**src/rtl/core/rcoms_pkg.sv**
```systemverilog
`default_nettype none

package rcoms_pkg;

   // Field widths
   localparam int PULSE_W  = 16;
   localparam int CODE_W   = 8;
   localparam int COUNT_W  = 8;
   localparam int WINDOW_W = 4;
   localparam int CSR_IDX_W  = 3;
   localparam int CSR_DATA_W = 16;

   // Centering window length and tolerance around the centre pulse width
   localparam int CENTER_WINDOW_ITEMS = 10;
   localparam int CENTER_TOLERANCE    = 50;

   // Register reset values
   localparam logic [PULSE_W-1:0] RST_THROTTLE_ON    = 16'd1200;
   localparam logic [PULSE_W-1:0] RST_THROTTLE_BRAKE = 16'd1300;
   localparam logic [PULSE_W-1:0] RST_STEER_ACT      = 16'd1800;
   localparam logic [PULSE_W-1:0] RST_STEER_DEACT    = 16'd1200;
   localparam logic [PULSE_W-1:0] RST_CENTERED_PULSE = 16'd1500;
   localparam logic [COUNT_W-1:0] RST_ITERATIONS     = 8'd20;
   localparam logic [CODE_W-1:0]  RST_SPEED_STOP     = 8'd0;
   localparam logic [CODE_W-1:0]  RST_CENTERED_ANGLE = 8'd90;

   // Register indexes
   typedef enum logic [CSR_IDX_W-1:0] {
      CSR_THROTTLE_ON    = 3'd0,
      CSR_THROTTLE_BRAKE = 3'd1,
      CSR_STEER_ACT      = 3'd2,
      CSR_STEER_DEACT    = 3'd3,
      CSR_CENTERED_PULSE = 3'd4,
      CSR_ITERATIONS     = 3'd5,
      CSR_SPEED_STOP     = 3'd6,
      CSR_CENTERED_ANGLE = 3'd7
   } csr_index_type;

   typedef struct packed {
      logic [PULSE_W-1:0] throttle_on_threshold;
      logic [PULSE_W-1:0] throttle_brake_threshold;
      logic [PULSE_W-1:0] steering_activation_threshold;
      logic [PULSE_W-1:0] steering_deactivation_threshold;
      logic [PULSE_W-1:0] centered_pulse_width;
      logic [COUNT_W-1:0] iterations_to_change;
      logic [CODE_W-1:0]  speed_stop_value;
      logic [CODE_W-1:0]  centered_angle_value;
   } cfg_type;

   typedef struct packed {
      logic               mode;
      logic [PULSE_W-1:0] throttle_width;
      logic [PULSE_W-1:0] steering_width;
      logic [CODE_W-1:0]  drive_speed;
      logic [CODE_W-1:0]  drive_angle;
   } req_item_type;

   typedef struct packed {
      logic               esc_write;
      logic [CODE_W-1:0]  esc_value;
      logic               servo_write;
      logic [CODE_W-1:0]  servo_value;
      logic               rc_forward;
      logic [PULSE_W-1:0] rc_throttle_out;
      logic [PULSE_W-1:0] rc_steering_out;
      logic               led_on;
      logic               rc_mode_active;
   } rsp_item_type;

endpackage

`default_nettype wire

```
**src/rtl/core/rcoms_req_if.sv**
```systemverilog
`default_nettype none

interface rcoms_req_if;
   logic                           valid;
   logic                           ready;
   logic                           mode;
   logic [rcoms_pkg::PULSE_W-1:0]  throttle_width;
   logic [rcoms_pkg::PULSE_W-1:0]  steering_width;
   logic [rcoms_pkg::CODE_W-1:0]   drive_speed;
   logic [rcoms_pkg::CODE_W-1:0]   drive_angle;

   modport source (
      output valid, mode, throttle_width, steering_width, drive_speed, drive_angle,
      input  ready
   );

   modport sink (
      input  valid, mode, throttle_width, steering_width, drive_speed, drive_angle,
      output ready
   );
endinterface

`default_nettype wire

```
**src/rtl/core/rcoms_rsp_if.sv**
```systemverilog
`default_nettype none

interface rcoms_rsp_if;
   logic                           valid;
   logic                           ready;
   logic                           esc_write;
   logic [rcoms_pkg::CODE_W-1:0]   esc_value;
   logic                           servo_write;
   logic [rcoms_pkg::CODE_W-1:0]   servo_value;
   logic                           rc_forward;
   logic [rcoms_pkg::PULSE_W-1:0]  rc_throttle_out;
   logic [rcoms_pkg::PULSE_W-1:0]  rc_steering_out;
   logic                           led_on;
   logic                           rc_mode_active;

   modport source (
      output valid, esc_write, esc_value, servo_write, servo_value, rc_forward,
             rc_throttle_out, rc_steering_out, led_on, rc_mode_active,
      input  ready
   );

   modport sink (
      input  valid, esc_write, esc_value, servo_write, servo_value, rc_forward,
             rc_throttle_out, rc_steering_out, led_on, rc_mode_active,
      output ready
   );
endinterface

`default_nettype wire

```
**src/rtl/core/rc_override_mode_switch.sv**
```systemverilog
// RC override mode switch.
// One request transfer on req_ch is one control iteration: RC throttle and
// steering pulse widths plus a drive command or a stop-and-centre request.
// Each request gives exactly one response on rsp_ch with the ESC and servo
// writes, the forwarded RC pulses in RC mode, the LED level and the mode flag.
// Registers are written through csr_write_enable / csr_index /
// csr_write_data, one register per cycle; the user must write them only while
// no item is in flight, as the block itself does not enforce this. An input
// register and a result register bracket a single pass of compare and select
// logic. Throughput: one item per cycle while rsp_ch.ready stays high; the
// mode-check state updates as the item leaves the input register, when its
// throttle is above the on threshold.
// Reset (synchronous, active high) empties both registers, returns the block
// to autonomous mode with all counters, windows and the LED cleared, and loads
// the register defaults. When the receiver holds rsp_ch.ready low, the
// result stays put, one further request may still be taken into the input
// register, and then req_ch.ready drops until the response is taken.
`default_nettype none

module rc_override_mode_switch (
   input  wire logic                                clock,
   input  wire logic                                reset,
   rcoms_req_if.sink                                req_ch,
   rcoms_rsp_if.source                              rsp_ch,
   input  wire logic                                csr_write_enable,
   input  wire logic [rcoms_pkg::CSR_IDX_W-1:0]     csr_index,
   input  wire logic [rcoms_pkg::CSR_DATA_W-1:0]    csr_write_data
);

   rcoms_pkg::cfg_type        cfg;
   rcoms_pkg::req_item_type   req_item;
   rcoms_pkg::req_item_type   in_item_ff;
   rcoms_pkg::rsp_item_type   result;
   rcoms_pkg::rsp_item_type   out_item_ff;
   logic                      in_valid_ff;
   logic                      in_valid_in;
   logic                      out_valid_ff;
   logic                      out_valid_in;
   logic                      advance;
   logic                      fire;
   logic                      req_take;

   rcoms_csr u_csr (
      .clock            (clock),
      .reset            (reset),
      .csr_write_enable (csr_write_enable),
      .csr_index        (csr_index),
      .csr_write_data   (csr_write_data),
      .cfg              (cfg)
   );

   assign req_item.mode           = req_ch.mode;
   assign req_item.throttle_width = req_ch.throttle_width;
   assign req_item.steering_width = req_ch.steering_width;
   assign req_item.drive_speed    = req_ch.drive_speed;
   assign req_item.drive_angle    = req_ch.drive_angle;

   // Move the item on when the result register is free or being emptied
   assign advance      = !out_valid_ff || rsp_ch.ready;
   assign fire         = in_valid_ff && advance;
   assign req_ch.ready = !in_valid_ff || advance;
   assign req_take     = req_ch.valid && req_ch.ready;

   assign in_valid_in  = req_take || (in_valid_ff && !advance);
   assign out_valid_in = fire || (out_valid_ff && !rsp_ch.ready);

   rcoms_core u_core (
      .clock  (clock),
      .reset  (reset),
      .cfg    (cfg),
      .fire   (fire),
      .item   (in_item_ff),
      .result (result)
   );

   // Hold valid flags
   always_ff @(posedge clock) begin
      if (reset) begin
         in_valid_ff  <= 1'b0;
         out_valid_ff <= 1'b0;
      end else begin
         in_valid_ff  <= in_valid_in;
         out_valid_ff <= out_valid_in;
      end
   end

   // Load payloads on transfer
   always_ff @(posedge clock) begin
      if (req_take) begin
         in_item_ff <= req_item;
      end
      if (fire) begin
         out_item_ff <= result;
      end
   end

   assign rsp_ch.valid           = out_valid_ff;
   assign rsp_ch.esc_write       = out_item_ff.esc_write;
   assign rsp_ch.esc_value       = out_item_ff.esc_value;
   assign rsp_ch.servo_write     = out_item_ff.servo_write;
   assign rsp_ch.servo_value     = out_item_ff.servo_value;
   assign rsp_ch.rc_forward      = out_item_ff.rc_forward;
   assign rsp_ch.rc_throttle_out = out_item_ff.rc_throttle_out;
   assign rsp_ch.rc_steering_out = out_item_ff.rc_steering_out;
   assign rsp_ch.led_on          = out_item_ff.led_on;
   assign rsp_ch.rc_mode_active  = out_item_ff.rc_mode_active;

   // A waiting item stays in the input register while the output is stalled
   assert property (@(posedge clock) disable iff (reset)
      (in_valid_ff && !advance) |=> in_valid_ff)
      else $error("input item lost during a stall");

   // Forwarded results never also drive the ESC or servo
   assert property (@(posedge clock) disable iff (reset)
      (out_valid_ff && out_item_ff.rc_forward) |->
         (!out_item_ff.esc_write && !out_item_ff.servo_write))
      else $error("forwarded result with a drive write");

endmodule

`default_nettype wire

```
**src/rtl/core/rcoms_csr.sv**
```systemverilog
`default_nettype none

module rcoms_csr (
   input  wire logic                                 clock,
   input  wire logic                                 reset,
   input  wire logic                                 csr_write_enable,
   input  wire logic [rcoms_pkg::CSR_IDX_W-1:0]      csr_index,
   input  wire logic [rcoms_pkg::CSR_DATA_W-1:0]     csr_write_data,
   output rcoms_pkg::cfg_type                        cfg
);

   rcoms_pkg::cfg_type cfg_ff;
   rcoms_pkg::cfg_type cfg_in;

   // Decode the write into the addressed register
   always_comb begin
      cfg_in = cfg_ff;
      if (csr_write_enable) begin
         case (rcoms_pkg::csr_index_type'(csr_index))
            rcoms_pkg::CSR_THROTTLE_ON:
               cfg_in.throttle_on_threshold = csr_write_data;
            rcoms_pkg::CSR_THROTTLE_BRAKE:
               cfg_in.throttle_brake_threshold = csr_write_data;
            rcoms_pkg::CSR_STEER_ACT:
               cfg_in.steering_activation_threshold = csr_write_data;
            rcoms_pkg::CSR_STEER_DEACT:
               cfg_in.steering_deactivation_threshold = csr_write_data;
            rcoms_pkg::CSR_CENTERED_PULSE:
               cfg_in.centered_pulse_width = csr_write_data;
            rcoms_pkg::CSR_ITERATIONS:
               cfg_in.iterations_to_change = csr_write_data[rcoms_pkg::COUNT_W-1:0];
            rcoms_pkg::CSR_SPEED_STOP:
               cfg_in.speed_stop_value = csr_write_data[rcoms_pkg::CODE_W-1:0];
            rcoms_pkg::CSR_CENTERED_ANGLE:
               cfg_in.centered_angle_value = csr_write_data[rcoms_pkg::CODE_W-1:0];
            default: cfg_in = cfg_ff;
         endcase
      end
   end

   // Hold the registers, load reset values
   always_ff @(posedge clock) begin
      if (reset) begin
         cfg_ff.throttle_on_threshold           <= rcoms_pkg::RST_THROTTLE_ON;
         cfg_ff.throttle_brake_threshold        <= rcoms_pkg::RST_THROTTLE_BRAKE;
         cfg_ff.steering_activation_threshold   <= rcoms_pkg::RST_STEER_ACT;
         cfg_ff.steering_deactivation_threshold <= rcoms_pkg::RST_STEER_DEACT;
         cfg_ff.centered_pulse_width            <= rcoms_pkg::RST_CENTERED_PULSE;
         cfg_ff.iterations_to_change            <= rcoms_pkg::RST_ITERATIONS;
         cfg_ff.speed_stop_value                <= rcoms_pkg::RST_SPEED_STOP;
         cfg_ff.centered_angle_value            <= rcoms_pkg::RST_CENTERED_ANGLE;
      end else begin
         cfg_ff <= cfg_in;
      end
   end

   assign cfg = cfg_ff;

endmodule

`default_nettype wire

```
**src/rtl/core/rcoms_core.sv**
```systemverilog
`default_nettype none

module rcoms_core (
   input  wire logic                    clock,
   input  wire logic                    reset,
   input  wire rcoms_pkg::cfg_type      cfg,
   input  wire logic                    fire,
   input  wire rcoms_pkg::req_item_type item,
   output rcoms_pkg::rsp_item_type      result
);

   localparam int SUM_W = rcoms_pkg::PULSE_W + 1;
   localparam logic [rcoms_pkg::WINDOW_W-1:0] WINDOW_LOAD =
      rcoms_pkg::WINDOW_W'(rcoms_pkg::CENTER_WINDOW_ITEMS);
   localparam logic [SUM_W-1:0] TOL = SUM_W'(rcoms_pkg::CENTER_TOLERANCE);

   // Mode-check state
   logic                               rc_mode_ff;
   logic                               rc_mode_in;
   logic [rcoms_pkg::COUNT_W-1:0]      above_ff;
   logic [rcoms_pkg::COUNT_W-1:0]      above_in;
   logic [rcoms_pkg::COUNT_W-1:0]      below_ff;
   logic [rcoms_pkg::COUNT_W-1:0]      below_in;
   logic [rcoms_pkg::WINDOW_W-1:0]     act_win_ff;
   logic [rcoms_pkg::WINDOW_W-1:0]     act_win_in;
   logic [rcoms_pkg::WINDOW_W-1:0]     deact_win_ff;
   logic [rcoms_pkg::WINDOW_W-1:0]     deact_win_in;
   logic                               led_ff;
   logic                               led_in;

   logic                               check;
   logic                               centered;
   logic                               flag_mid;
   logic [rcoms_pkg::COUNT_W-1:0]      above_mid;
   logic [rcoms_pkg::COUNT_W-1:0]      below_mid;
   logic [rcoms_pkg::WINDOW_W-1:0]     act_mid;
   logic [rcoms_pkg::WINDOW_W-1:0]     deact_mid;
   logic                               steer_above_act;
   logic                               steer_below_deact;
   logic                               in_brake_band;
   logic                               forwarded;

   assign check = item.throttle_width > cfg.throttle_on_threshold;

   // Centred when steering lies strictly inside centre +/- tolerance, no wrap
   assign centered =
      (({1'b0, item.steering_width} + TOL) > {1'b0, cfg.centered_pulse_width}) &&
      ({1'b0, item.steering_width} < ({1'b0, cfg.centered_pulse_width} + TOL));

   assign steer_above_act   = item.steering_width > cfg.steering_activation_threshold;
   assign steer_below_deact = item.steering_width < cfg.steering_deactivation_threshold;

   // Work out the state after one mode check
   always_comb begin
      flag_mid = rc_mode_ff;
      if ((act_win_ff != '0) && centered) begin
         flag_mid = 1'b1;
      end else if ((deact_win_ff != '0) && centered) begin
         flag_mid = 1'b0;
      end

      above_mid = above_ff;
      below_mid = below_ff;
      act_mid   = act_win_ff;
      deact_mid = deact_win_ff;
      if (!flag_mid && steer_above_act) begin
         if (above_ff < cfg.iterations_to_change) begin
            above_mid = above_ff + 1'b1;
         end else begin
            act_mid = WINDOW_LOAD;
         end
      end else if (flag_mid && steer_below_deact) begin
         if (below_ff < cfg.iterations_to_change) begin
            below_mid = below_ff + 1'b1;
         end else begin
            deact_mid = WINDOW_LOAD;
         end
      end

      // Count down the open window, activation first
      act_win_in   = act_mid;
      deact_win_in = deact_mid;
      if (act_mid != '0) begin
         act_win_in = act_mid - 1'b1;
      end else if (deact_mid != '0) begin
         deact_win_in = deact_mid - 1'b1;
      end

      led_in = (act_win_in > deact_win_in) ? act_win_in[0] : deact_win_in[0];

      // Drop the below counter unless steering is below deactivation, else the above counter unless above activation
      above_in = above_mid;
      below_in = below_mid;
      if (!steer_below_deact) begin
         below_in = '0;
      end else if (!steer_above_act) begin
         above_in = '0;
      end

      rc_mode_in = flag_mid;
   end

   // Advance the state only on a transfer that runs a mode check
   always_ff @(posedge clock) begin
      if (reset) begin
         rc_mode_ff   <= 1'b0;
         above_ff     <= '0;
         below_ff     <= '0;
         act_win_ff   <= '0;
         deact_win_ff <= '0;
         led_ff       <= 1'b0;
      end else if (fire && check) begin
         rc_mode_ff   <= rc_mode_in;
         above_ff     <= above_in;
         below_ff     <= below_in;
         act_win_ff   <= act_win_in;
         deact_win_ff <= deact_win_in;
         led_ff       <= led_in;
      end
   end

   // Select the outputs for this iteration
   assign forwarded     = check && rc_mode_in;
   assign in_brake_band = (item.throttle_width >= cfg.throttle_on_threshold) &&
                          (item.throttle_width <= cfg.throttle_brake_threshold);

   always_comb begin
      result                 = '0;
      result.led_on          = check ? led_in : led_ff;
      result.rc_mode_active  = check ? rc_mode_in : rc_mode_ff;
      if (forwarded) begin
         result.rc_forward      = 1'b1;
         result.rc_throttle_out = item.throttle_width;
         result.rc_steering_out = item.steering_width;
      end else if (item.mode) begin
         result.esc_write   = 1'b1;
         result.esc_value   = cfg.speed_stop_value;
         result.servo_write = 1'b1;
         result.servo_value = cfg.centered_angle_value;
      end else if (in_brake_band) begin
         result.esc_write = 1'b1;
         result.esc_value = cfg.speed_stop_value;
      end else begin
         result.esc_write   = 1'b1;
         result.esc_value   = item.drive_speed;
         result.servo_write = 1'b1;
         result.servo_value = item.drive_angle;
      end
   end

   // The activation window counts down as it loads; the deactivation window
   // may sit at its load value while the activation window is still counting
   assert property (@(posedge clock) disable iff (reset)
      (act_win_ff < WINDOW_LOAD) && (deact_win_ff <= WINDOW_LOAD))
      else $error("centering window above its load value");

   // Mode flag moves only on a transfer with throttle above the on threshold
   assert property (@(posedge clock) disable iff (reset)
      !(fire && check) |=> $stable(rc_mode_ff))
      else $error("mode flag changed without a mode check");

   // LED follows the low bit of the larger window after each mode check
   assert property (@(posedge clock) disable iff (reset)
      (fire && check) |=>
         (led_ff == ((act_win_ff > deact_win_ff) ? act_win_ff[0] : deact_win_ff[0])))
      else $error("LED level out of step with the windows");

endmodule

`default_nettype wire

```
**src/flat_wrapper.sv**
```systemverilog
// flat-port wrapper written by rule: the top's interface ports become plain ports
module rc_override_mode_switch_flat 
  (clock, reset, csr_write_enable, csr_index, csr_write_data, req_ch_valid, req_ch_mode, req_ch_throttle_width, req_ch_steering_width, req_ch_drive_speed, req_ch_drive_angle, req_ch_ready, rsp_ch_valid, rsp_ch_esc_write, rsp_ch_esc_value, rsp_ch_servo_write, rsp_ch_servo_value, rsp_ch_rc_forward, rsp_ch_rc_throttle_out, rsp_ch_rc_steering_out, rsp_ch_led_on, rsp_ch_rc_mode_active, rsp_ch_ready);
  rcoms_req_if req_ch_i ();
  rcoms_rsp_if rsp_ch_i ();
  input  wire logic clock;
  input  wire logic reset;
  input  wire logic csr_write_enable;
  input  wire logic [rcoms_pkg::CSR_IDX_W-1:0] csr_index;
  input  wire logic [rcoms_pkg::CSR_DATA_W-1:0] csr_write_data;
  input wire logic [$bits(req_ch_i.valid)-1:0] req_ch_valid;
  input wire logic [$bits(req_ch_i.mode)-1:0] req_ch_mode;
  input wire logic [$bits(req_ch_i.throttle_width)-1:0] req_ch_throttle_width;
  input wire logic [$bits(req_ch_i.steering_width)-1:0] req_ch_steering_width;
  input wire logic [$bits(req_ch_i.drive_speed)-1:0] req_ch_drive_speed;
  input wire logic [$bits(req_ch_i.drive_angle)-1:0] req_ch_drive_angle;
  output wire logic [$bits(req_ch_i.ready)-1:0] req_ch_ready;
  output wire logic [$bits(rsp_ch_i.valid)-1:0] rsp_ch_valid;
  output wire logic [$bits(rsp_ch_i.esc_write)-1:0] rsp_ch_esc_write;
  output wire logic [$bits(rsp_ch_i.esc_value)-1:0] rsp_ch_esc_value;
  output wire logic [$bits(rsp_ch_i.servo_write)-1:0] rsp_ch_servo_write;
  output wire logic [$bits(rsp_ch_i.servo_value)-1:0] rsp_ch_servo_value;
  output wire logic [$bits(rsp_ch_i.rc_forward)-1:0] rsp_ch_rc_forward;
  output wire logic [$bits(rsp_ch_i.rc_throttle_out)-1:0] rsp_ch_rc_throttle_out;
  output wire logic [$bits(rsp_ch_i.rc_steering_out)-1:0] rsp_ch_rc_steering_out;
  output wire logic [$bits(rsp_ch_i.led_on)-1:0] rsp_ch_led_on;
  output wire logic [$bits(rsp_ch_i.rc_mode_active)-1:0] rsp_ch_rc_mode_active;
  input wire logic [$bits(rsp_ch_i.ready)-1:0] rsp_ch_ready;
  assign req_ch_i.valid = req_ch_valid;
  assign req_ch_i.mode = req_ch_mode;
  assign req_ch_i.throttle_width = req_ch_throttle_width;
  assign req_ch_i.steering_width = req_ch_steering_width;
  assign req_ch_i.drive_speed = req_ch_drive_speed;
  assign req_ch_i.drive_angle = req_ch_drive_angle;
  assign req_ch_ready = req_ch_i.ready;
  assign rsp_ch_valid = rsp_ch_i.valid;
  assign rsp_ch_esc_write = rsp_ch_i.esc_write;
  assign rsp_ch_esc_value = rsp_ch_i.esc_value;
  assign rsp_ch_servo_write = rsp_ch_i.servo_write;
  assign rsp_ch_servo_value = rsp_ch_i.servo_value;
  assign rsp_ch_rc_forward = rsp_ch_i.rc_forward;
  assign rsp_ch_rc_throttle_out = rsp_ch_i.rc_throttle_out;
  assign rsp_ch_rc_steering_out = rsp_ch_i.rc_steering_out;
  assign rsp_ch_led_on = rsp_ch_i.led_on;
  assign rsp_ch_rc_mode_active = rsp_ch_i.rc_mode_active;
  assign rsp_ch_i.ready = rsp_ch_ready;
  rc_override_mode_switch u_core (.clock(clock), .reset(reset), .req_ch(req_ch_i), .rsp_ch(rsp_ch_i), .csr_write_enable(csr_write_enable), .csr_index(csr_index), .csr_write_data(csr_write_data));
endmodule
```
**config.mk**
```make
export PLATFORM = sky130hd
export DESIGN_NAME = rc_override_mode_switch_flat
export DESIGN_NICKNAME = d
export VERILOG_FILES = /design/src/rtl/core/rcoms_pkg.sv /design/src/rtl/core/rcoms_req_if.sv /design/src/rtl/core/rcoms_rsp_if.sv /design/src/rtl/core/rc_override_mode_switch.sv /design/src/rtl/core/rcoms_csr.sv /design/src/rtl/core/rcoms_core.sv /design/src/flat_wrapper.sv
export SDC_FILE = /design/constraint.sdc
export NUM_CORES = 1
export LEC_CHECK = 0
export ABC_CLOCK_PERIOD_IN_PS = 5500
export BUFFER_PORTS_ARGS = -buffer_cell sky130_fd_sc_hd__clkbuf_2
export CAP_MARGIN = 15
export CORE_ASPECT_RATIO = 1.1
export CORE_UTILIZATION = 29
export CTS_BUF_LIST = sky130_fd_sc_hd__clkbuf_2
export CTS_CLUSTER_DIAMETER = 30
export DETAILED_ROUTE_END_ITERATION = 16
export MAX_ROUTING_LAYER = met4
export PLACE_DENSITY = 0.46
export SKIP_CTS_REPAIR_TIMING = 1
export SYNTH_ARGS = -nofsm -noshare
export SYNTH_HDL_FRONTEND = slang
export SYNTH_SLANG_ARGS = --single-unit
```
**constraint.sdc**
```tcl
create_clock -name clock -period 5.5 [get_ports clock]
set_input_delay 0.55 -clock clock [delete_from_list [all_inputs] [get_ports clock]]
set_output_delay 0.55 -clock clock [all_outputs]
set_load 0.03 [all_outputs]
```
Word-level counts from Yosys, hierarchy flattened
Cells that the tools add are included.
{"block": "op_classes", "addsub": 6, "n_lt_le_gt_ge": 10, "n_eq_ne": 10, "muxes": 25, "reduce_logical": 35}
{"cell": "$mux W8", "count": 9}
{"cell": "$add A16 B6 Y17 const B", "count": 2}
{"cell": "$mux W33", "count": 1}
{"cell": "$gt A16 B16 Y1", "count": 2}
{"cell": "$mux W4", "count": 8}
{"cell": "$gt A17 B16 Y1", "count": 1}
{"cell": "$lt A16 B17 Y1", "count": 1}
{"cell": "$mux W17", "count": 1}
{"cell": "$add A8 B1 Y8 const B", "count": 2}
{"cell": "$ge A16 B16 Y1", "count": 1}
{"cell": "$le A16 B16 Y1", "count": 1}
{"cell": "$lt A16 B16 Y1", "count": 1}
{"cell": "$lt A8 B8 Y1", "count": 2}
{"cell": "$reduce_and A2 Y1", "count": 8}
{"cell": "$reduce_bool A4 Y1", "count": 4}
{"cell": "$eq A3 B3 Y1 const B", "count": 4}
{"cell": "$logic_and A1 B1 Y1", "count": 12}
{"cell": "$mux W9", "count": 1}
{"cell": "$sub A4 B1 Y4 const B", "count": 2}
{"cell": "$eq A3 B2 Y1 const B", "count": 2}
{"cell": "$logic_not A1 Y1", "count": 5}
{"cell": "$mux W1", "count": 5}
{"cell": "$gt A4 B4 Y1", "count": 1}
{"cell": "$logic_or A1 B1 Y1", "count": 4}
{"cell": "other kinds (5)", "count": 6}
{"block": "word_totals", "regBits": 234, "word_cells": 116}

Logic depth before layout (Yosys ltp)
Gate-level depths: netlist (run 1).
{"block": "logic_depth", "depth_word": 15, "mapped_depth": 33, "ltp_nobuf": 31}

By module
From an unflattened synthesis (run 1), not the netlist that was laid out.
{"block": "hier_totals", "cells_unflattened": 1185, "area_unflattened_um2": 12568.3}
{"module": "rcoms_core", "instances": 1, "cells_each": 695, "area_each_um2": 5313.8}
{"module": "rcoms_csr", "instances": 1, "cells_each": 378, "area_each_um2": 4087.7}
{"module": "rc_override_mode_switch", "instances": 1, "cells_each": 112, "area_each_um2": 3166.8}

Worst setup path before layout (run 1)
Ideal clock, no wire load.
{"block": "synth_path", "path_kind": "register to register", "startpoint": "register u_core.in_item_ff[17] (netlist bit)", "endpoint": "register u_core.out_item_ff (netlist bit u_core.rsp_ch.led_on) (data pin)", "arrival_time_ns": 5.500, "t_required_ns": 5.232, "setup_slack_ns": -0.268, "stages_incl_launch_ff": 33, "path_buffers": 2, "period_less_slack_ns": 5.768, "cell_sequence": "edfxtp_1 ha_1 a21oi_1 nand2b_1 nand2_1 nor2_1 nand3_1 xnor2_1 ha_1 nand4_2 nor4_4 o32a_1 o21ai_0 or3b_2 o211a_1 and3_1 buf_2 nand2b_1 ha_1 nand2_1 a31oi_4 buf_6 a211o_1 nand2_1 ha_1 nor2b_1 o21ai_0 nand2b_1 a21oi_1 a41oi_1 and3_1 a22oi_1 o31ai_1"}
{"item": "start, declared", "line": "rc_override_mode_switch.sv:32", "rtl": "rcoms_pkg::req_item_type in_item_ff;"}
{"item": "start signal, assigned", "line": "rc_override_mode_switch.sv:90", "rtl": "in_item_ff <= req_item;"}
{"item": "end signal, assigned", "line": "rc_override_mode_switch.sv:93", "rtl": "out_item_ff <= result;"}
{"item": "end, declared", "line": "rc_override_mode_switch.sv:34", "rtl": "rcoms_pkg::rsp_item_type out_item_ff;"}

==> results of run 1 <==
cell usage in the layout (no fill, tap or decap), types with 16 or more instances in the layout:
cell type      count
a21o_1            23
a21oi_1          111
and2_1            34
buf_4             69
clkbuf_2         221
clkinv_1          18
clkinv_2          16
dfxtp_1          132
dlygate4sd3_1     61
edfxtp_1         102
ha_1             117
inv_1             93
nand2_1          223
nand3_1           25
nand4_1           25
nor2_1            77
o211ai_1          29
o21ai_0           20
xnor2_1           21
xor2_1            18
power by group through the flow:
stage,registers [W],clock network (W),logic [W]
after floorplan,0.00201,0,0.000362
after global placement,0.00198,0,0.000641
after detailed placement,0.00198,0,0.000646
after CTS,0.00194,0.00148,0.000651
after global routing,0.00194,0.00158,0.000770
final,0.00193,0.00140,0.000693
worst paths after layout:
path,to,depth (start not counted),slack (ns),start
worst max-delay path,u_core.rsp_ch.led_on,26,0.04,u_core.u_csr.cfg[26]
worst min register to register,u_core.u_csr.cfg[58],2,0.46,u_core.u_csr.cfg[58]
worst min-delay path,u_core.u_csr.cfg[72],3,0.05,csr_write_data[0]
worst max register to register,u_core.rsp_ch.led_on,26,0.04,u_core.u_csr.cfg[26]
worst max-delay path, cell delays in order (launching register included):
cell and delay (ns):
dfxtp_1 0.37, a311oi_1 0.13, or2_2 0.35, nor3_1 0.22, xnor2_1 0.15, ha_1 0.26, a21o_1 0.16, a21o_1 0.18
a2111oi_2 0.39, a31oi_1 0.19, o21bai_1 0.23, o211a_4 0.26, and3_4 0.17, nor2_4 0.11, ha_2 0.19, nand2_2 0.07
a31oi_4 0.28, mux2i_2 0.30, ha_1 0.27, nor2b_1 0.13, o21ai_1 0.12, nand2b_1 0.08, a21oi_2 0.15, a41oi_2 0.05
and3_1 0.19, a22oi_1 0.14, o31ai_1 0.11
area by class of cell:
class	count	share of cell area, %
flip-flops and latches	234	37.6
diodes	1	0.0165
multi-input cells	893	39.0
clock inverters	38	1.44
well taps	560	4.62
inverters	95	2.35
clock buffers	95	3.13
repair buffers	260	11.8
through the flow:
| step | hold slack, ns | setup WS, ns | power [W] | setup TNS [ns] | cells |
|---|---|---|---|---|---|
| 2_1_floorplan | 0.436 | 0.0104 | 0.00237 | 0 | 1274 |
| 3_3_place_gp | 0.443 | 0.0872 | 0.00262 | 0 | 1976 |
| 3_5_place_dp | 0.448 | -0.169 | 0.00262 | -0.262 | 1976 |
| 4_1_cts | -0.368 | -0.195 | 0.00407 | -0.314 | 2109 |
| 5_1_grt | 0.00357 | -0.272 | 0.00429 | -0.450 | 2176 |
| 6_report | 0.0500 | 0.0353 | 0.00403 | 0 | 2176 |
cells by family (layout without fill, tap and decap cells):
kind of cell	Yosys count	count (layout)
AOI/OAI and AO/OA	250	250
xor gates and xnor gates	39	39
adders and majority gates	119	119
buffers and inverters	147	488
DFF	234	234
muxes	16	16
other	0	1
and+or+nand+nor	469	469
layer usage:
layer	wire length [um]	GRT usage [%]	share of wire [%]
met5	0	-	0
met1	16100	20.9	46
met4	957	7.68	2.7
met2	16600	27.4	47
met3	1480	3.31	4.2
registers in the layout, indices dropped and copies added (netlist names):
name                           count
u_core.rsp_ch.rc_forward           1
u_core.rsp_ch.rc_steering_out     16
u_core.in_item_ff                 49
u_core.u_core.rc_mode_ff           1
u_core.rsp_ch.esc_write            1
u_core.u_core.led_ff               1
u_core.u_core.deact_win_ff         4
u_core.u_core.below_ff             8
u_core.u_core.act_win_ff           4
u_core.rsp_ch.servo_value          8
u_core.rsp_ch.servo_write          1
u_core.rsp_ch.valid                1
u_core.u_csr.cfg                 104
u_core.in_valid_ff                 1
u_core.rsp_ch.esc_value            8
u_core.rsp_ch.rc_mode_active       1
u_core.rsp_ch.rc_throttle_out     16
u_core.rsp_ch.led_on               1
u_core.u_core.above_ff             8
==> tab_implementation.tex, run 1 <==
\begin{tabular}{lr}
\hline
Metric & Value \\
\hline
\multicolumn{2}{l}{\textbf{Run status}} \\
Status & complete, no violations \\
\multicolumn{2}{l}{\textbf{Place}} \\
RD Place Congestion & 0.857 \\
Number of I/O port buffers & 127 \\
Detailed Place HPWL & 25.1 mm \\
Instance area after placement & 13,800 sq um \\
\multicolumn{2}{l}{\textbf{Pwr}} \\
Switching pwr & 0.00126 W \\
Leakage power & 6.35 nW \\
Power Density & 265 nW/um\^{}2 \\
Switching power share of the total & 31.3\% \\
Maximum vdd ir drop & 0.0876 mV \\
Logic pwr share & 17.2\% \\
Internal power consumption & 0.00277 W \\
Reg power frac & 48.0\% \\
Clock network power share & 34.8\% \\
\multicolumn{2}{l}{\textbf{Synth}} \\
Prevailing post-synth register cell & dfxtp\_1 \\
Area fraction in compound gates after synthesis & 13.3\% \\
Syn Area/Cell & 9.47 sq um \\
Most frequent cell after synthesis & nand2\_1 \\
Post-synthesis cell area & 12,100 sq um \\
Top cell types by occurrence after synthesis & nand2\_1, dfxtp\_1, ha\_1 \\
Number of flip-flops and latches in the synthesized netlist & 234 \\
Yosys warning count & 0 \\
Cells after Synth & 1,274 \\
Portion of synthesized cell area occupied by the leading cell type & 25.4\% \\
Dominant cells by area after synthesis & edfxtp\_1, dfxtp\_1, ha\_1 \\
Adder-cell area share of the yosys netlist & 12.3\% \\
Simple logic cell fraction of the synthesized area & 18.1\% \\
Xor/xnor cell area share of the yosys netlist & 2.83\% \\
Mux cell area share after synthesis & 1.33\% \\
Post-synthesis net count & 1,466 \\
Post-synth EDFFs & 102 \\
Sequential cell area fraction in the yosys report & 47.3\% \\
Number of distinct standard cells referenced by the synthesized netlist & 68 \\
Dominant combinational cell family by area after synthesis & simple AND/OR/NAND/NOR gates \\
Leading area contributor after synthesis & edfxtp\_1 \\
FFs w/ async S/R, synth & 0\% \\
\multicolumn{2}{l}{\textbf{GRT}} \\
Number of antenna violations at the first check in global routing & 1 \\
Total global routing overflow & 0 \\
All-layer global routing usage & 17.2\% \\
Largest net degree at the start of global routing & 88 \\
First-pass GRT wire length & 53.9 mm \\
Vias in the first global route & 9,819 \\
\multicolumn{2}{l}{\textbf{Clock network}} \\
CTS buffer count & 74 \\
Clock latency at the later pin of the worst-skew pair & 0.97 ns \\
Clock Tree Root & clkbuf\_2 \\
Clock tree buffer depth & 3 \\
\# clock sinks & 234 \\
Clock slew at the register clock pins of the worst setup and hold paths & 0.11 ns \\
Clock tree from TritonCTS & yes \\
H-tree level count & 3 \\
\multicolumn{2}{l}{\textbf{Cells and area}} \\
NumNets Final & 1,750 \\
Multi-input logic area & 5920 sq um \\
Filler cell count in the final layout & 4,285 \\
Post-route core utilization & 36.9\% \\
Register area & 5710 sq um \\
Final Instance Area & 15,200 sq um \\
Area overhead of the layout relative to synthesis & 25.8\% \\
Ratio of cells with drive above 1 in the final layout & 22.3\% \\
\multicolumn{2}{l}{\textbf{Timing}} \\
Slew margin rel. & 30.3\% \\
Period utilisation layout & 99.4\% \\
Minimum clock period & 5.46 ns \\
Final slew viol count & 0 \\
Number of endpoints failing setup at the final stage & 0 \\
Final number of hold-violating endpoints & 0 \\
Final clock skew & 0.103 ns \\
Transition at the pin with the smallest max-transition slack & 1.05 ns \\
Highest clock rate & 183 MHz \\
RSZ-0062 raised after global routing & true \\
\multicolumn{2}{l}{\textbf{Floorplan}} \\
Starting utilization of the core area & 29.3\% \\
Height of the die & 216 um \\
Site row count & 78 \\
Area of the placeable core & 41,200 sq um \\
Horizontal die dimension & 197 um \\
Boundary Pins & 128 \\
Die outline area & 42,400 sq um \\
\multicolumn{2}{l}{\textbf{Worst hold path}} \\
Worst Hold Class & input pin to flip-flop \\
\multicolumn{2}{l}{\textbf{Setup path}} \\
Kind of critical path & flip-flop to flip-flop \\
CP Data Arrival Time & 6.15 ns \\
Data required, critical path & 6.19 ns \\
Maximum fanout encountered on the critical timing path & 6 \\
Kind of start point of the critical path & flip-flop \\
CP endpoint kind & flip-flop \\
\multicolumn{2}{l}{\textbf{Drt}} \\
Drt first pass iters & 5 \\
Overall via count from detail\_route & 10,000 \\
Detailed Route Iter0 Violations & 547 \\
Drt via density & 4.61 \\
\# DRC & 0 \\
Routed length per instance & 16.2 um \\
Number of routed nets with antenna violations & 0 \\
Total length of routed wires & 35.2 mm \\
\multicolumn{2}{l}{\textbf{Job}} \\
Max-cap viol count & 0 \\
\hline
\end{tabular}
No activity file was read; power rests on OpenSTA's default activity.
==> inputs of run 2 (changes only) <==
Settings changed: CORE_UTILIZATION 29 to 55, CTS_CLUSTER_DIAMETER 30 to not set, PLACE_DENSITY 0.46 to 0.77.
==> tab_implementation.tex, run 2 (synthesized netlist as in run 1, its figures left out) <==
\begin{tabular}{lr}
\hline
Metric & Value \\
\hline
\multicolumn{2}{l}{\textbf{Run status}} \\
Status & finished with violations \\
Violated checks & negative setup slack \\
\multicolumn{2}{l}{\textbf{Clock network}} \\
Clock tree buffer depth & 3 (unchanged) \\
H-tree level count & 2 (-1) \\
CTS buffer count & 58 (-22\%) \\
Clock tree from TritonCTS & yes \\
Clock Tree Root & clkbuf\_2 \\
Clock latency at the later pin of the worst-skew pair & 0.90 ns (-0.07 ns) \\
\# clock sinks & 234 (unchanged) \\
Clock slew at the register clock pins of the worst setup and hold paths & 0.11 ns (about the same) \\
\multicolumn{2}{l}{\textbf{Cells and area}} \\
Most used cells in the layout excluding fill and tap cells & nand2\_1, clkbuf\_2, dfxtp\_1 \\
Most common cell after layout, fill and taps aside & nand2\_1 \\
Ratio of cells with drive above 1 in the final layout & 22.1\% (-0.15 points) \\
Area overhead of the layout relative to synthesis & 22.5\% \\
Multi-input logic area & 6020 sq um (+1.6\%) \\
Register area & 5710 sq um (about the same) \\
Filler cell count in the final layout & 1,686 (-61\%) \\
NumNets Final & 1,733 (-0.97\%) \\
Flip-flop count of the largest register after layout & 104 (unchanged) \\
Post-route core utilization & 68.9\% (+32 points) \\
Post-Layout Cell Count & 1,881 (-14\%) \\
\multicolumn{2}{l}{\textbf{Timing}} \\
Final setup margin & -0.00116 ns (-0.0365 ns) \\
Slew margin rel. & 21.6\% (-8.7 points) \\
Highest clock rate & 182 MHz (-0.66\%) \\
RSZ-0062 raised after global routing & true \\
Number of endpoints failing setup at the final stage & 1 (+1) \\
Minimum clock period & 5.50 ns (+0.0365 ns) \\
Final slew viol count & 0 (unchanged) \\
Final clock skew & 0.0669 ns (-0.0360 ns) \\
Transition at the pin with the smallest max-transition slack & 1.17 ns (+0.128 ns) \\
Sum of negative setup slack & -0.00116 ns (-0.00116 ns) \\
Period utilisation layout & 100\% (+0.66 points) \\
Final number of hold-violating endpoints & 0 (unchanged) \\
\multicolumn{2}{l}{\textbf{Job}} \\
Max-cap viol count & 0 (unchanged) \\
\multicolumn{2}{l}{\textbf{GRT}} \\
Vias in the first global route & 9,538 (-2.9\%) \\
Number of antenna violations at the first check in global routing & 1 (unchanged) \\
First-pass GRT wire length & 47.7 mm (-12\%) \\
Largest net degree at the start of global routing & 89 (+1.1\%) \\
All-layer global routing usage & 28.4\% (+11 points) \\
Total global routing overflow & 0 (unchanged) \\
\multicolumn{2}{l}{\textbf{Setup path}} \\
Capture point of the critical path & u\_core.rsp\_ch.led\_on \\
Kind of critical path & flip-flop to flip-flop \\
Reg2Reg Setup Slack & -0.001 ns (-0.04 ns) \\
Kind of start point of the critical path & flip-flop \\
Maximum fanout encountered on the critical timing path & 7 (+1) \\
Reg-to-reg critical path startpoint & u\_core.in\_item\_ff[17] \\
Cell at the slowest stage of the critical path & edfxtp\_1 \\
Largest incremental delay on the critical path & 0.49 ns (+0.10 ns) \\
CP Data Arrival Time & 6.11 ns (-0.04 ns) \\
Number of cells on the worst reg-to-reg path & 32 (+23\%) \\
Data required, critical path & 6.11 ns (-0.08 ns) \\
CP endpoint kind & flip-flop \\
Launching instance or port of the critical path & u\_core.in\_item\_ff[17] \\
Endpoint of the lowest-slack register-to-register path & u\_core.rsp\_ch.led\_on \\
\multicolumn{2}{l}{\textbf{Pwr}} \\
Maximum vdd ir drop & 0.187 mV (+110\%) \\
Leakage power & 6.27 nW (-1.4\%) \\
Power Density & 258 nW/um\^{}2 (-2.8\%) \\
\multicolumn{2}{l}{\textbf{Floorplan}} \\
Height of the die & 157 um (-27\%) \\
Die outline area & 22,500 sq um (-47\%) \\
Site row count & 56 (-28\%) \\
Horizontal die dimension & 143 um (-27\%) \\
Area of the placeable core & 21,400 sq um (-48\%) \\
Boundary Pins & 128 (unchanged) \\
Starting utilization of the core area & 56.3\% (+27 points) \\
\multicolumn{2}{l}{\textbf{Drt}} \\
\# DRC & 0 (unchanged) \\
Drt first pass iters & 5 (unchanged) \\
Drt via density & 5.45 (+18\%) \\
Detailed Route Iter0 Violations & 579 (+5.9\%) \\
Routed length per instance & 17.2 um (+6.1\%) \\
Overall via count from detail\_route & 10,300 (+2.1\%) \\
Number of routed nets with antenna violations & 0 (unchanged) \\
Total length of routed wires & 32.3 mm (-8.3\%) \\
\multicolumn{2}{l}{\textbf{Place}} \\
Number of I/O port buffers & 127 (unchanged) \\
RD Place Congestion & 0.900 (+5.1\%) \\
Post-placement cell count & 1,697 (-14\%) \\
Detailed Place HPWL & 21.5 mm (-14\%) \\
Post-place setup slack & -0.232 ns (-0.0631 ns) \\
\multicolumn{2}{l}{\textbf{Worst hold path}} \\
Worst Hold Class & input pin to flip-flop \\
\hline
\end{tabular}
-- run 2: worst max-delay path, delay by kind of cell (launching register included) --
family | cells | cell delay [ns]
and+or+nand+nor | 12 | 1.77
AOI/OAI and AO/OA | 11 | 1.47
adders and majority gates | 4 | 0.84
DFF | 1 | 0.49
buffers and inverters | 3 | 0.35
muxes | 1 | 0.22
xor gates and xnor gates | 1 | 0.14
-- run 2: cell type report --
class / count / share of cell area (%)
Multi-Input combinational cell: 893 / 40.7
Sequential cell: 234 / 38.6
Timing Repair Buffer: 259 / 12.2
Clock buffer: 88 / 2.98
Tap cell: 290 / 2.45
Inverter: 95 / 2.41
Clock inverter: 21 / 0.660
Antenna cell: 1 / 0.0169
-- run 2: how the worst min path moves through the flow --
stage,start,to,cells past startpoint
floorplan,u_core.u_csr.cfg[10],u_core.u_csr.cfg[10],2
global placement,u_core.u_csr.cfg[58],u_core.u_csr.cfg[58],2
detailed placement,u_core.u_csr.cfg[58],u_core.u_csr.cfg[58],2
CTS,req_ch_throttle_width[6],u_core.in_item_ff[38],1
global route,csr_write_data[0],u_core.u_csr.cfg[72],3
finish,csr_write_data[0],u_core.u_csr.cfg[72],3
-- run 2: stage by stage --
stage	instance area (sq um)	hold slack [ns]	total power (W)
after global routing	14800	0.0122	0.00400
after global placement	13400	0.442	0.00259
after CTS	13900	-0.251	0.00376
after floorplan	12100	0.436	0.00237
after detailed placement	13400	0.446	0.00261
final	14800	0.0674	0.00381
-- run 2: power by group --
group | switching, W | total, W | internal (W)
combinational | 0.000406 | 0.000706 | 0.000301
clock | 0.000734 | 0.00117 | 0.000436
sequential | 0.0000450 | 0.00194 | 0.00189
-- run 2: routing by layer --
layer | track usage (%) | part of all wire [%]
met1 | 34.4 | 43
met2 | 47.0 | 49
met3 | 4.96 | 5.4
met4 | 11.1 | 2.6
met5 | - | 0
